===== config.mk =====
export PLATFORM = sky130hd
export DESIGN_NAME = lidar_range_cluster_extractor_core
export DESIGN_NICKNAME = d
export VERILOG_FILES = /design/src/hw/rtl/lrce_pkg.sv /design/src/hw/rtl/lidar_range_cluster_extractor_core.sv /design/src/hw/rtl/lrce_angle.sv /design/src/hw/rtl/lrce_cordic.sv
export SDC_FILE = /design/constraint.sdc
export NUM_CORES = 2
export LEC_CHECK = 0
export BUFFER_PORTS_ARGS = -buffer_cell sky130_fd_sc_hd__buf_2
export CORE_MARGIN = 2
export CORE_UTILIZATION = 55
export CTS_BUF_LIST = sky130_fd_sc_hd__clkbuf_8
export DETAILED_ROUTE_END_ITERATION = 10
export MAX_ROUTING_LAYER = met4
export PLACE_DENSITY_LB_ADDON = 0.15
export SLEW_MARGIN = 20
export SYNTH_ARGS = -nofsm -noshare
export SYNTH_HDL_FRONTEND = slang
export SYNTH_SLANG_ARGS = --single-unit
export TNS_END_PERCENT = 100

===== constraint.sdc =====
create_clock -name clk -period 7.5 [get_ports clk]
set_input_delay 0 -clock clk [delete_from_list [all_inputs] [get_ports clk]]
set_output_delay 0 -clock clk [all_outputs]
set_load 0.01 [all_outputs]

===== src/hw/rtl/lrce_pkg.sv =====
// Shared types, constants and the CORDIC arctangent table of the lidar range cluster extractor.
// No dependencies; every other file of the block imports this package.
package lrce_pkg;

	localparam int LRCE_NUM_BEAMS    = 512;
	localparam int LRCE_CORDIC_STEPS = 16;

	localparam int RANGE_W  = 16;
	localparam int XY_W     = 17;
	localparam int BEAM_OUT_W = 9;
	localparam int COUNT_W  = 7;
	localparam int START_W  = 23;
	localparam int STEP_W   = 17;
	localparam int ANGLE_W  = 22;
	localparam int CFG_IDX_W  = 3;
	localparam int CFG_DATA_W = 23;
	localparam int S_DATA_W = 16;
	localparam int M_DATA_W = 72;

	localparam int TWO_PI_URAD  = 6283185;
	localparam int PI_URAD      = 3141593;
	localparam int HALF_PI_URAD = 1570796;
	localparam longint GAIN_Q30 = 652032874;
	localparam int GAIN_W       = 30;

	localparam logic [15:0] RST_MIN_RANGE  = 16'd50;
	localparam logic [15:0] RST_NEAR_LIMIT = 16'd1000;
	localparam logic signed [22:0] RST_ANGLE_START = -23'sd1570000;
	localparam logic [16:0] RST_ANGLE_STEP = 17'd10000;
	localparam logic [6:0]  RST_MAX_OBST   = 7'd64;

	typedef enum logic [CFG_IDX_W-1:0] {
		REG_MIN_RANGE   = 3'd0,
		REG_NEAR_LIMIT  = 3'd1,
		REG_ANGLE_START = 3'd2,
		REG_ANGLE_STEP  = 3'd3,
		REG_MAX_OBST    = 3'd4
	} cfg_reg_t;

	typedef enum logic [2:0] {
		ST_IDLE,
		ST_ANGLE,
		ST_CORDIC,
		ST_OBS,
		ST_SUM
	} ctrl_st_t;

	typedef enum logic [2:0] {
		AS_IDLE,
		AS_SUM,
		AS_WRAP,
		AS_RED,
		AS_FOLD1,
		AS_FOLD2
	} ang_st_t;

	typedef enum logic [1:0] {
		CS_IDLE,
		CS_ITER,
		CS_ROUND
	} cor_st_t;

	typedef struct packed {
		logic                      done;
		logic                      neg;
		logic signed [ANGLE_W-1:0] angle;
	} ang_res_t;

	typedef struct packed {
		logic                   done;
		logic signed [XY_W-1:0] x;
		logic signed [XY_W-1:0] y;
	} cor_res_t;

	function automatic logic [19:0] atan_urad(input logic [4:0] idx);
		logic [19:0] v;
		case (idx)
			5'd0:    v = 20'd785398;
			5'd1:    v = 20'd463648;
			5'd2:    v = 20'd244979;
			5'd3:    v = 20'd124355;
			5'd4:    v = 20'd62419;
			5'd5:    v = 20'd31240;
			5'd6:    v = 20'd15624;
			5'd7:    v = 20'd7812;
			5'd8:    v = 20'd3906;
			5'd9:    v = 20'd1953;
			5'd10:   v = 20'd977;
			5'd11:   v = 20'd488;
			5'd12:   v = 20'd244;
			5'd13:   v = 20'd122;
			5'd14:   v = 20'd61;
			5'd15:   v = 20'd31;
			5'd16:   v = 20'd15;
			5'd17:   v = 20'd8;
			5'd18:   v = 20'd4;
			5'd19:   v = 20'd2;
			5'd20:   v = 20'd1;
			default: v = 20'd0;
		endcase
		return v;
	endfunction

endpackage


===== src/hw/rtl/lidar_range_cluster_extractor_core.sv =====
// Top level: configuration registers, cluster tracking, sequencer and output register.
// Depends on lrce_pkg, lrce_angle and lrce_cordic.
//
//  channel  | direction | payload
//  ---------+-----------+---------------------------------------------------------
//  s_axis   | in        | tdata range_mm; tlast end_of_scan
//  m_axis   | out       | tdata x, y, start_beam, nearest range, count; tlast summary
//  cfg      | in        | write enable, register index, write data
//
// A beam that closes no cluster leaves the sequencer in its idle state. A beam that closes
// a cluster under the obstacle limit passes through the angle unit (K + 1 reduction steps,
// K = 2 or more, set by NUM_BEAMS) and then the CORDIC unit before its result is loaded. An
// end-of-scan beam also loads the summary result. Reset clears all cluster state and loads
// the register defaults. A stalled output holds the sequencer before the next request is taken.
module lidar_range_cluster_extractor_core import lrce_pkg::*; #(
	parameter int NUM_BEAMS    = LRCE_NUM_BEAMS,
	parameter int CORDIC_STEPS = LRCE_CORDIC_STEPS
) (
	input  logic                  clk,
	input  logic                  arst_n,
	input  logic                  s_tvalid,
	output logic                  s_tready,
	input  logic [S_DATA_W-1:0]   s_tdata,   // [15:0] range_mm
	input  logic                  s_tlast,
	output logic                  m_tvalid,
	input  logic                  m_tready,
	output logic [M_DATA_W-1:0]   m_tdata,   // [16:0] obstacle_x_mm, [33:17] obstacle_y_mm,
	                                         // [42:34] start_beam, [58:43] nearest_range_mm,
	                                         // [65:59] obstacle_count, [71:66] zero
	output logic                  m_tlast,
	input  logic                  cfg_we,
	input  logic [CFG_IDX_W-1:0]  cfg_addr,
	input  logic [CFG_DATA_W-1:0] cfg_data
);

	localparam int BW = $clog2(NUM_BEAMS);

	logic [15:0]              min_q, near_lim_q;
	logic signed [START_W-1:0] ang_start_q;
	logic [STEP_W-1:0]        ang_step_q;
	logic [COUNT_W-1:0]       max_obst_q;

	logic                     open_q;
	logic [RANGE_W-1:0]       nearest_q;
	logic [BW-1:0]            first_q, beam_q;
	logic [COUNT_W-1:0]       count_q;

	logic [BW-1:0]            job_beam_q;
	logic [RANGE_W-1:0]       job_range_q;
	logic [COUNT_W-1:0]       job_count_q, sum_count_q;
	logic                     job_last_q;

	ctrl_st_t                 state_q, state_d;
	logic                     acc, near, emit, ang_start, cor_start, out_free, load_obs, load_sum;
	logic [RANGE_W-1:0]       rng;
	logic [COUNT_W-1:0]       count_inc;
	ang_res_t                 ang_res;
	cor_res_t                 cor_res;

	logic                     m_tvalid_q, m_tlast_q;
	logic [M_DATA_W-1:0]      m_tdata_q;

	assign rng       = s_tdata[RANGE_W-1:0];
	assign acc       = s_tvalid && s_tready;
	assign near      = (rng > min_q) && (rng < near_lim_q);
	assign emit      = !near && open_q && (count_q < max_obst_q);
	assign count_inc = count_q + 1'b1;
	assign out_free  = !m_tvalid_q || m_tready;

	always_ff @(posedge clk or negedge arst_n) begin
		if (!arst_n) begin
			min_q       <= RST_MIN_RANGE;
			near_lim_q  <= RST_NEAR_LIMIT;
			ang_start_q <= RST_ANGLE_START;
			ang_step_q  <= RST_ANGLE_STEP;
			max_obst_q  <= RST_MAX_OBST;
		end else if (cfg_we) begin
			case (cfg_reg_t'(cfg_addr))
				REG_MIN_RANGE:   min_q       <= cfg_data[15:0];
				REG_NEAR_LIMIT:  near_lim_q  <= cfg_data[15:0];
				REG_ANGLE_START: ang_start_q <= signed'(cfg_data[START_W-1:0]);
				REG_ANGLE_STEP:  ang_step_q  <= cfg_data[STEP_W-1:0];
				REG_MAX_OBST:    max_obst_q  <= cfg_data[COUNT_W-1:0];
				default: ;
			endcase
		end
	end

	always_ff @(posedge clk or negedge arst_n) begin
		if (!arst_n) begin
			open_q    <= 1'b0;
			nearest_q <= '0;
			first_q   <= '0;
			beam_q    <= '0;
			count_q   <= '0;
		end else if (acc) begin
			if (s_tlast) begin
				open_q    <= 1'b0;
				nearest_q <= '0;
				first_q   <= '0;
				beam_q    <= '0;
				count_q   <= '0;
			end else begin
				if (near) begin
					if (!open_q) begin
						open_q    <= 1'b1;
						nearest_q <= rng;
						first_q   <= beam_q;
					end else if (rng < nearest_q) begin
						nearest_q <= rng;
					end
				end else if (open_q) begin
					open_q <= 1'b0;
					if (emit) count_q <= count_inc;
				end
				if (beam_q != BW'(NUM_BEAMS - 1)) beam_q <= beam_q + 1'b1;
			end
		end
	end

	always_ff @(posedge clk) begin
		if (acc) begin
			job_beam_q  <= first_q;
			job_range_q <= nearest_q;
			job_count_q <= count_inc;
			job_last_q  <= s_tlast;
			sum_count_q <= emit ? count_inc : count_q;
		end
	end

	always_comb begin
		state_d   = state_q;
		s_tready  = 1'b0;
		ang_start = 1'b0;
		cor_start = 1'b0;
		load_obs  = 1'b0;
		load_sum  = 1'b0;
		unique case (state_q)
			ST_IDLE: begin
				s_tready = 1'b1;
				if (acc) begin
					if (emit) begin
						ang_start = 1'b1;
						state_d   = ST_ANGLE;
					end else if (s_tlast) begin
						state_d = ST_SUM;
					end
				end
			end
			ST_ANGLE: begin
				if (ang_res.done) begin
					cor_start = 1'b1;
					state_d   = ST_CORDIC;
				end
			end
			ST_CORDIC: begin
				if (cor_res.done) state_d = ST_OBS;
			end
			ST_OBS: begin
				if (out_free) begin
					load_obs = 1'b1;
					state_d  = job_last_q ? ST_SUM : ST_IDLE;
				end
			end
			ST_SUM: begin
				if (out_free) begin
					load_sum = 1'b1;
					state_d  = ST_IDLE;
				end
			end
			default: state_d = ST_IDLE;
		endcase
	end

	always_ff @(posedge clk or negedge arst_n) begin
		if (!arst_n) state_q <= ST_IDLE;
		else         state_q <= state_d;
	end

	lrce_angle #(
		.NUM_BEAMS(NUM_BEAMS)
	) u_angle (
		.clk        (clk),
		.arst_n     (arst_n),
		.start      (ang_start),
		.beam       (first_q),
		.angle_start(ang_start_q),
		.angle_step (ang_step_q),
		.res        (ang_res)
	);

	lrce_cordic #(
		.CORDIC_STEPS(CORDIC_STEPS)
	) u_cordic (
		.clk     (clk),
		.arst_n  (arst_n),
		.start   (cor_start),
		.range_mm(job_range_q),
		.angle   (ang_res.angle),
		.neg     (ang_res.neg),
		.res     (cor_res)
	);

	always_ff @(posedge clk or negedge arst_n) begin
		if (!arst_n)                  m_tvalid_q <= 1'b0;
		else if (load_obs || load_sum) m_tvalid_q <= 1'b1;
		else if (m_tready)            m_tvalid_q <= 1'b0;
	end

	always_ff @(posedge clk) begin
		if (load_obs) begin
			m_tdata_q <= {6'd0, job_count_q, job_range_q, BEAM_OUT_W'(job_beam_q),
				cor_res.y, cor_res.x};
			m_tlast_q <= 1'b0;
		end else if (load_sum) begin
			m_tdata_q <= {6'd0, sum_count_q, 59'd0};
			m_tlast_q <= 1'b1;
		end
	end

	assign m_tvalid = m_tvalid_q;
	assign m_tdata  = m_tdata_q;
	assign m_tlast  = m_tlast_q;

	assert property (@(posedge clk) disable iff (!arst_n)
		cor_res.done |-> state_q == ST_CORDIC)
		else $error("cordic result outside its wait state");

	assert property (@(posedge clk) disable iff (!arst_n)
		ang_res.done |-> state_q == ST_ANGLE)
		else $error("angle result outside its wait state");

	assert property (@(posedge clk) disable iff (!arst_n)
		(acc && !emit && !s_tlast) |=> s_tready)
		else $error("plain beam request stalled the sequencer");

	assert property (@(posedge clk) disable iff (!arst_n)
		(m_tvalid && m_tlast) |-> m_tdata[58:0] == 59'd0)
		else $error("summary result carries obstacle data");

	assert property (@(posedge clk) disable iff (!arst_n)
		beam_q <= BW'(NUM_BEAMS - 1))
		else $error("beam position past the last beam");

endmodule


===== src/hw/rtl/lrce_angle.sv =====
// Beam angle unit: multiply beam by step, then wrap and fold the angle with one shared adder.
// Depends on lrce_pkg.
module lrce_angle import lrce_pkg::*; #(
	parameter int NUM_BEAMS = LRCE_NUM_BEAMS
) (
	input  logic                             clk,
	input  logic                             arst_n,
	input  logic                             start,
	input  logic [$clog2(NUM_BEAMS)-1:0]     beam,
	input  logic signed [START_W-1:0]        angle_start,
	input  logic [STEP_W-1:0]                angle_step,
	output ang_res_t                         res
);

	localparam int BW = $clog2(NUM_BEAMS);
	localparam int PW = BW + STEP_W;
	localparam int AW = (PW > 23) ? PW : 23;
	localparam int VW = AW + 3;
	localparam int K  = AW - 21;
	localparam int CW = $clog2(K + 1);
	localparam logic signed [VW-1:0] TWO_PI_V  = VW'(TWO_PI_URAD);
	localparam logic signed [VW-1:0] PI_V      = VW'(PI_URAD);
	localparam logic signed [VW-1:0] HALF_PI_V = VW'(HALF_PI_URAD);
	localparam logic signed [VW-1:0] RED_TOP   = TWO_PI_V <<< K;

	ang_st_t state_q, state_d;
	logic [PW-1:0]          prod_q;
	logic signed [VW-1:0]   v_q, v_d;
	logic signed [VW-1:0]   sub_q;
	logic [CW-1:0]          cnt_q;
	logic                   neg_q, neg_d;
	logic                   done_q, done_d;
	logic signed [VW-1:0]   op_a, op_b, alu;
	logic                   op_sub;

	assign alu = op_sub ? (op_a - op_b) : (op_a + op_b);

	always_comb begin
		state_d = state_q;
		v_d     = v_q;
		neg_d   = neg_q;
		done_d  = 1'b0;
		op_a    = v_q;
		op_b    = TWO_PI_V;
		op_sub  = 1'b0;
		unique case (state_q)
			AS_IDLE: begin
				if (start) state_d = AS_SUM;
			end
			AS_SUM: begin
				op_a    = VW'(angle_start);
				op_b    = signed'({{(VW-PW){1'b0}}, prod_q});
				v_d     = alu;
				state_d = AS_WRAP;
			end
			AS_WRAP: begin
				if (v_q < 0) v_d = alu;
				state_d = AS_RED;
			end
			AS_RED: begin
				op_b   = sub_q;
				op_sub = 1'b1;
				if (v_q >= sub_q) v_d = alu;
				if (cnt_q == CW'(K)) state_d = AS_FOLD1;
			end
			AS_FOLD1: begin
				op_sub = 1'b1;
				if (v_q >= PI_V) v_d = alu;
				state_d = AS_FOLD2;
			end
			AS_FOLD2: begin
				op_b  = PI_V;
				neg_d = 1'b0;
				if (v_q > HALF_PI_V) begin
					op_sub = 1'b1;
					v_d    = alu;
					neg_d  = 1'b1;
				end else if (v_q < -HALF_PI_V) begin
					v_d   = alu;
					neg_d = 1'b1;
				end
				done_d  = 1'b1;
				state_d = AS_IDLE;
			end
			default: state_d = AS_IDLE;
		endcase
	end

	always_ff @(posedge clk or negedge arst_n) begin
		if (!arst_n) begin
			state_q <= AS_IDLE;
			done_q  <= 1'b0;
		end else begin
			state_q <= state_d;
			done_q  <= done_d;
		end
	end

	always_ff @(posedge clk) begin
		v_q   <= v_d;
		neg_q <= neg_d;
		if (state_q == AS_IDLE && start)
			prod_q <= {{STEP_W{1'b0}}, beam} * {{BW{1'b0}}, angle_step};
		if (state_q == AS_WRAP) begin
			sub_q <= RED_TOP;
			cnt_q <= '0;
		end else if (state_q == AS_RED) begin
			sub_q <= sub_q >>> 1;
			cnt_q <= cnt_q + 1'b1;
		end
	end

	assign res.done  = done_q;
	assign res.neg   = neg_q;
	assign res.angle = ANGLE_W'(v_q);

endmodule


===== src/hw/rtl/lrce_cordic.sv =====
// Iterative CORDIC rotator: one shift-add stage reused for every step, then round and saturate.
// Depends on lrce_pkg.
module lrce_cordic import lrce_pkg::*; #(
	parameter int CORDIC_STEPS = LRCE_CORDIC_STEPS
) (
	input  logic                       clk,
	input  logic                       arst_n,
	input  logic                       start,
	input  logic [RANGE_W-1:0]         range_mm,
	input  logic signed [ANGLE_W-1:0]  angle,
	input  logic                       neg,
	output cor_res_t                   res
);

	localparam int XW = 35;
	localparam int ZW = 23;
	localparam int IW = $clog2(CORDIC_STEPS);
	localparam int PW = RANGE_W + GAIN_W;
	localparam int RW = XW + 1;
	localparam logic [GAIN_W-1:0] GAIN = GAIN_W'(GAIN_Q30);
	localparam logic signed [RW-1:0] HALF_LSB = RW'(32768);
	localparam logic signed [RW-17:0] SAT_HI = (RW-16)'(65535);

	cor_st_t state_q, state_d;
	logic signed [XW-1:0] x_q, y_q, dx, dy;
	logic signed [ZW-1:0] z_q, at;
	logic [IW-1:0]        i_q;
	logic                 neg_q;
	logic [PW-1:0]        gain_prod;
	logic signed [RW-1:0] rx, ry;
	logic signed [RW-17:0] sx, sy;
	logic signed [XY_W-1:0] ox_q, oy_q;
	logic                 done_q;

	function automatic logic signed [XY_W-1:0] sat17(input logic signed [RW-17:0] v);
		logic signed [XY_W-1:0] r;
		if (v > SAT_HI)       r = XY_W'(65535);
		else if (v < -SAT_HI) r = -XY_W'(65535);
		else                  r = XY_W'(v);
		return r;
	endfunction

	assign gain_prod = {{GAIN_W{1'b0}}, range_mm} * {{RANGE_W{1'b0}}, GAIN};
	assign dx = y_q >>> i_q;
	assign dy = x_q >>> i_q;
	assign at = signed'({{(ZW-20){1'b0}}, atan_urad(5'(i_q))});
	assign rx = neg_q ? (HALF_LSB - RW'(x_q)) : (RW'(x_q) + HALF_LSB);
	assign ry = neg_q ? (HALF_LSB - RW'(y_q)) : (RW'(y_q) + HALF_LSB);
	assign sx = (RW-16)'(rx >>> 16);
	assign sy = (RW-16)'(ry >>> 16);

	always_comb begin
		state_d = state_q;
		unique case (state_q)
			CS_IDLE:  if (start) state_d = CS_ITER;
			CS_ITER:  if (i_q == IW'(CORDIC_STEPS - 1)) state_d = CS_ROUND;
			CS_ROUND: state_d = CS_IDLE;
			default:  state_d = CS_IDLE;
		endcase
	end

	always_ff @(posedge clk or negedge arst_n) begin
		if (!arst_n) begin
			state_q <= CS_IDLE;
			done_q  <= 1'b0;
		end else begin
			state_q <= state_d;
			done_q  <= (state_q == CS_ROUND);
		end
	end

	always_ff @(posedge clk) begin
		unique case (state_q)
			CS_IDLE: begin
				if (start) begin
					x_q   <= signed'({{(XW-32){1'b0}}, gain_prod[PW-1:14]});
					y_q   <= '0;
					z_q   <= ZW'(angle);
					neg_q <= neg;
					i_q   <= '0;
				end
			end
			CS_ITER: begin
				if (z_q >= 0) begin
					x_q <= x_q - dx;
					y_q <= y_q + dy;
					z_q <= z_q - at;
				end else begin
					x_q <= x_q + dx;
					y_q <= y_q - dy;
					z_q <= z_q + at;
				end
				i_q <= i_q + 1'b1;
			end
			CS_ROUND: begin
				ox_q <= sat17(sx);
				oy_q <= sat17(sy);
			end
			default: ;
		endcase
	end

	assign res.done = done_q;
	assign res.x    = ox_q;
	assign res.y    = oy_q;

endmodule


==> results by stage <==
Die:
- The die is around 300 microns tall.
- The row count is about 110.
- Once the floorplan was initialized, standard cells occupied between 50% and 60% of the core.
- The top-level I/O count is between 100 and 150.
- The die footprint is slightly below 90000 sq um.
- The die is a little under 300 microns wide.
- In this run the standard cell core region covers approximately 85000 sq um.

Hold path:
- In this run the worst hold path is classified as input port to flip-flop.
- For hold timing, the worst endpoint is ang_start_q[22].
- In this run the most critical hold path is launched from cfg_data[22].
- The cell depth of the worst hold path is 3.

Clocking:
- The total clock buffers created by CTS is between 80 and 90.
- The source-to-sink clock delay at the later pin of the worst-skew pair is around 760 ps.
- The post-CTS resize count is 0.
- The number of clock sinks seen by CTS is ~480.
- The maximum clock path buffer count is 3.
- TritonCTS built the clock tree.
- The root buffer selected by CTS is sky130_fd_sc_hd__clkbuf_8.
- CTS built an H-tree with a depth of 3.
- The clock transition at the registers of the reported paths is 60 ps.

Timing:
- The worst pin sits at a relative slew slack of a little over a quarter.
- Setup violations remaining at the end of the flow were counted as 0.
- The setup total negative slack is 0 ps.
- The post-route worst hold slack is between 50 and 60 ps.
- At the pin with the least slew margin, the transition time is around 1100 ps.
- The share of the clock period used by the worst path is between 90% and 100%.
- The number of pins exceeding their max-slew limit in the final report was 0.
- Subtracting the final worst setup slack from the clock period gives 6840 ps.
- Setup repair after global routing left no endpoint under its margin.
- Static timing analysis puts the maximum clock frequency at ~0.15 GHz.
- Across the routed clock network, the largest skew measured is between 40 and 50 ps.
- The final-report hold violation count is 0.

Worst setup path:
- The critical setup path kind is flip-flop to flip-flop.
- The delay of the slowest cell on the worst path is between 900 and 1000 ps.
- The slowest stage cell on the critical path is sky130_fd_sc_hd__edfxtp_1.
- The endpoint identified for the worst register-to-register timing path is u_cordic.y_q[31].
- The endpoint required time on the critical path is around 8000 ps.
- STA classifies the critical path endpoint as a flip-flop.
- For the worst flop-to-flop path, the logic depth is 20.
- STA classifies the critical path startpoint as a flip-flop.
- The biggest fanout along the worst timing path is 19.
- The minimum setup slack among reg-to-reg paths is 660 ps.
- The worst path arrival time is about 7300 ps.
- Walking the worst path, the cells encountered are buf_4 -> buf_4 -> mux4_1 -> mux2_2 -> or4_4 -> a211o_1 -> or3_2 -> o22ai_1 -> a211oi_1 -> ha_1 -> o21ai_0 -> nand2b_1 -> a41o_1 -> a222oi_1 -> a21oi_1 -> a31oi_1 -> nand2b_1 -> a21oi_1 -> xor2_1 -> nor2_1.
- The launching point of the worst reg2reg path is u_cordic.i_q[1].

Place:
- The standard cell area after detailed placement is a little under 50000 sq um.
- The count of buffers added on input and output ports is about 120.
- The routability congestion estimate from global placement is 0.972.
- The HPWL after detailed placement is 100000 microns.
- The number of placed instances, taps included is approximately 6100.

Global route:
- Entering global routing, the biggest net connects 72 pins.
- The first global-routing pass estimated 209000 microns of wire.
- The overall track demand over capacity in global routing is approximately 31%.
- The via count of the first global-routing pass was between 30000 and 40000.
- The initial antenna violation count is 2.
- The total congestion overflow after global routing is 0.

Cells and area:
- The final standard cell count with taps included and fillers excluded is ~6400.
- The number of nets at the end of the flow is between 5000 and 6000.
- The final standard cell area without fillers is approximately 52000 sq um.
- Cells with a size suffix above 1 make up between 10% and 20% of the layout.
- Compared with the post-synthesis result, the final layout area differs by 9.01%.

Synth:
- After synthesis, flip-flops and latches occupy 27.9% of the total area.
- The main flop type after synthesis is sky130_fd_sc_hd__edfxtp_1.
- After synthesis, the netlist uses a little over 100 different library cells.
- The register bit total from synthesis is 478.
- The proportion of register bits with asynchronous set or reset after synthesis is 27.6%.
- The count of flip-flops with a built-in enable after synthesis is 294.
- The cell count after synthesis came out at 5011.
- During synthesis, Yosys emitted a total of 0 warnings.
- After synthesis the cells add up to 47300 sq um.
- Dividing the synthesized area by the synthesized cell count gives between 9 and 10 sq um.

Status:
- The flow ran to the end, and the final reports show no timing, DRC or antenna violations.

Detailed routing:
- For this run, design rule violations remaining after detail routing come to 0.
- The number of vias in the routed layout is 37782.
- The vias per cell is around 5.9.
- The number of optimization iterations in the first detailed-route pass is 6.
- The routed design has about 130000 microns of wire.
- After detailed routing, the average wire length per cell comes to between 20 and 25 microns.
- The detail route stage leaves a number of antenna-violating nets equal to 0.
- In this run, the number of DRC markers left after iteration 0 of detailed routing was ~2900.

Flow run:
- The max-capacitance violation count is 0.
-- cell usage after synthesis (all sizes together) (73+ instances only) --
cell type	count	share of area [%]
and2	147	1.9
mux2	93	2.2
nor3	73	0.77
nand2	541	4.3
a21o	96	1.5
xnor2	190	3.5
ha	430	11
dfrtp	109	5.8
xor2	126	2.3
o21ai	320	3.4
inv	528	4.2
clkbuf	184	1.6
edfxtp	294	19
nor2	261	2.1
a21oi	283	3.0
mux4	91	4.4
fa	278	12
-- flip-flops by register name, indices dropped and copies added (netlist names), 16 cells and up --
| name | cells |
|---|---|
| ang_start_q | 23 |
| ang_step_q | 17 |
| job_range_q | 16 |
| m_tdata | 66 |
| min_q | 16 |
| near_lim_q | 16 |
| nearest_q | 16 |
| u_angle.prod_q | 26 |
| u_angle.sub_q | 28 |
| u_angle.v_q | 29 |
| u_cordic.at | 20 |
| u_cordic.ox_q | 17 |
| u_cordic.oy_q | 17 |
| u_cordic.x_q | 35 |
| u_cordic.y_q | 35 |
| u_cordic.z_q | 23 |
-- placed cells by master (no fill, tap or decap), types with 115 or more instances in the layout --
cell type	netlist	routed
sky130_fd_sc_hd__xor2_1	126	126
sky130_fd_sc_hd__nand2_1	541	541
sky130_fd_sc_hd__ha_1	430	430
sky130_fd_sc_hd__inv_1	528	562
sky130_fd_sc_hd__fa_1	278	278
sky130_fd_sc_hd__xnor2_1	190	190
sky130_fd_sc_hd__a21oi_1	283	282
sky130_fd_sc_hd__nor2_1	261	258
sky130_fd_sc_hd__edfxtp_1	294	294
sky130_fd_sc_hd__buf_2	16	115
sky130_fd_sc_hd__o21ai_0	316	315
sky130_fd_sc_hd__and2_1	146	146
-- critical path: cells and delay by family (launching register included) --
kind	cells	cell delay, ps
DFF	1	920
and+or+nand+nor	5	1250
muxes	2	990
buffers and inverters	2	680
adders and majority gates	1	340
xor gates and xnor gates	1	160
AOI/OAI and AO/OA	9	2210
-- what timing repair did --
action,CTS,global route
hold buffers,84,0
hold endpoints to repair,204,0
setup endpoints to repair,0,1
setup buffers,0,4
-- final cells by class --
| class | instances | area [sq um] |
|---|---|---|
| inverter | 530 | 1990 |
| timing repair buffer | 278 | 2060 |
| tap | 1144 | 1430 |
| multi-input combinational | 3770 | 31200 |
| fill | 7411 | 33700 |
| clock inverter | 72 | 478 |
| sequential | 478 | 13200 |
| antenna | 1 | 2.50 |
| clock buffer | 91 | 1250 |
-- stage by stage --
| stage | util, % | worst slack, ps |
|---|---|---|
| CTS | 60.5 | 599 |
| global placement | 57.4 | 675 |
| detailed placement | 57.4 | 610 |
| finish | 60.5 | 660 |
| floorplan | - | 948 |
| global route | 60.5 | 71.8 |
-- cell families after synthesis --
family | share of synthesized area, %
flops | 27.9
xor+xnor | 5.85
mux | 7.93
other cells | 0.00792
buf+inv | 6.52
fa+ha+maj | 23.1
simple gates | 14.5
compound gates | 14.2
-- metal layers --
| layer | global-route usage [%] | vias to the layer above | wire [microns] |
|---|---|---|---|
| met5 | - | - | 0 |
| li1 | - | 17844 | - |
| met2 | 51.6 | 1205 | 64300 |
| met4 | 10.9 | 0 | 4610 |
| met1 | 37.9 | 18492 | 54600 |
| met3 | 4.07 | 241 | 7430 |
-- how the worst max path moves through the flow --
stage / to / start
detailed placement: u_cordic.x_q[25] / job_range_q[5]
global route: u_cordic.y_q[31] / u_cordic.i_q[1]
CTS: u_cordic.x_q[25] / job_range_q[5]
global placement: u_cordic.x_q[25] / job_range_q[5]
floorplan: u_cordic.x_q[34] / u_cordic.i_q[0]
finish: u_cordic.y_q[31] / u_cordic.i_q[1]
Power is left out: the tool's default activity adds up to more than one toggle a clock period on the data nets, which glitch-free logic cannot reach.
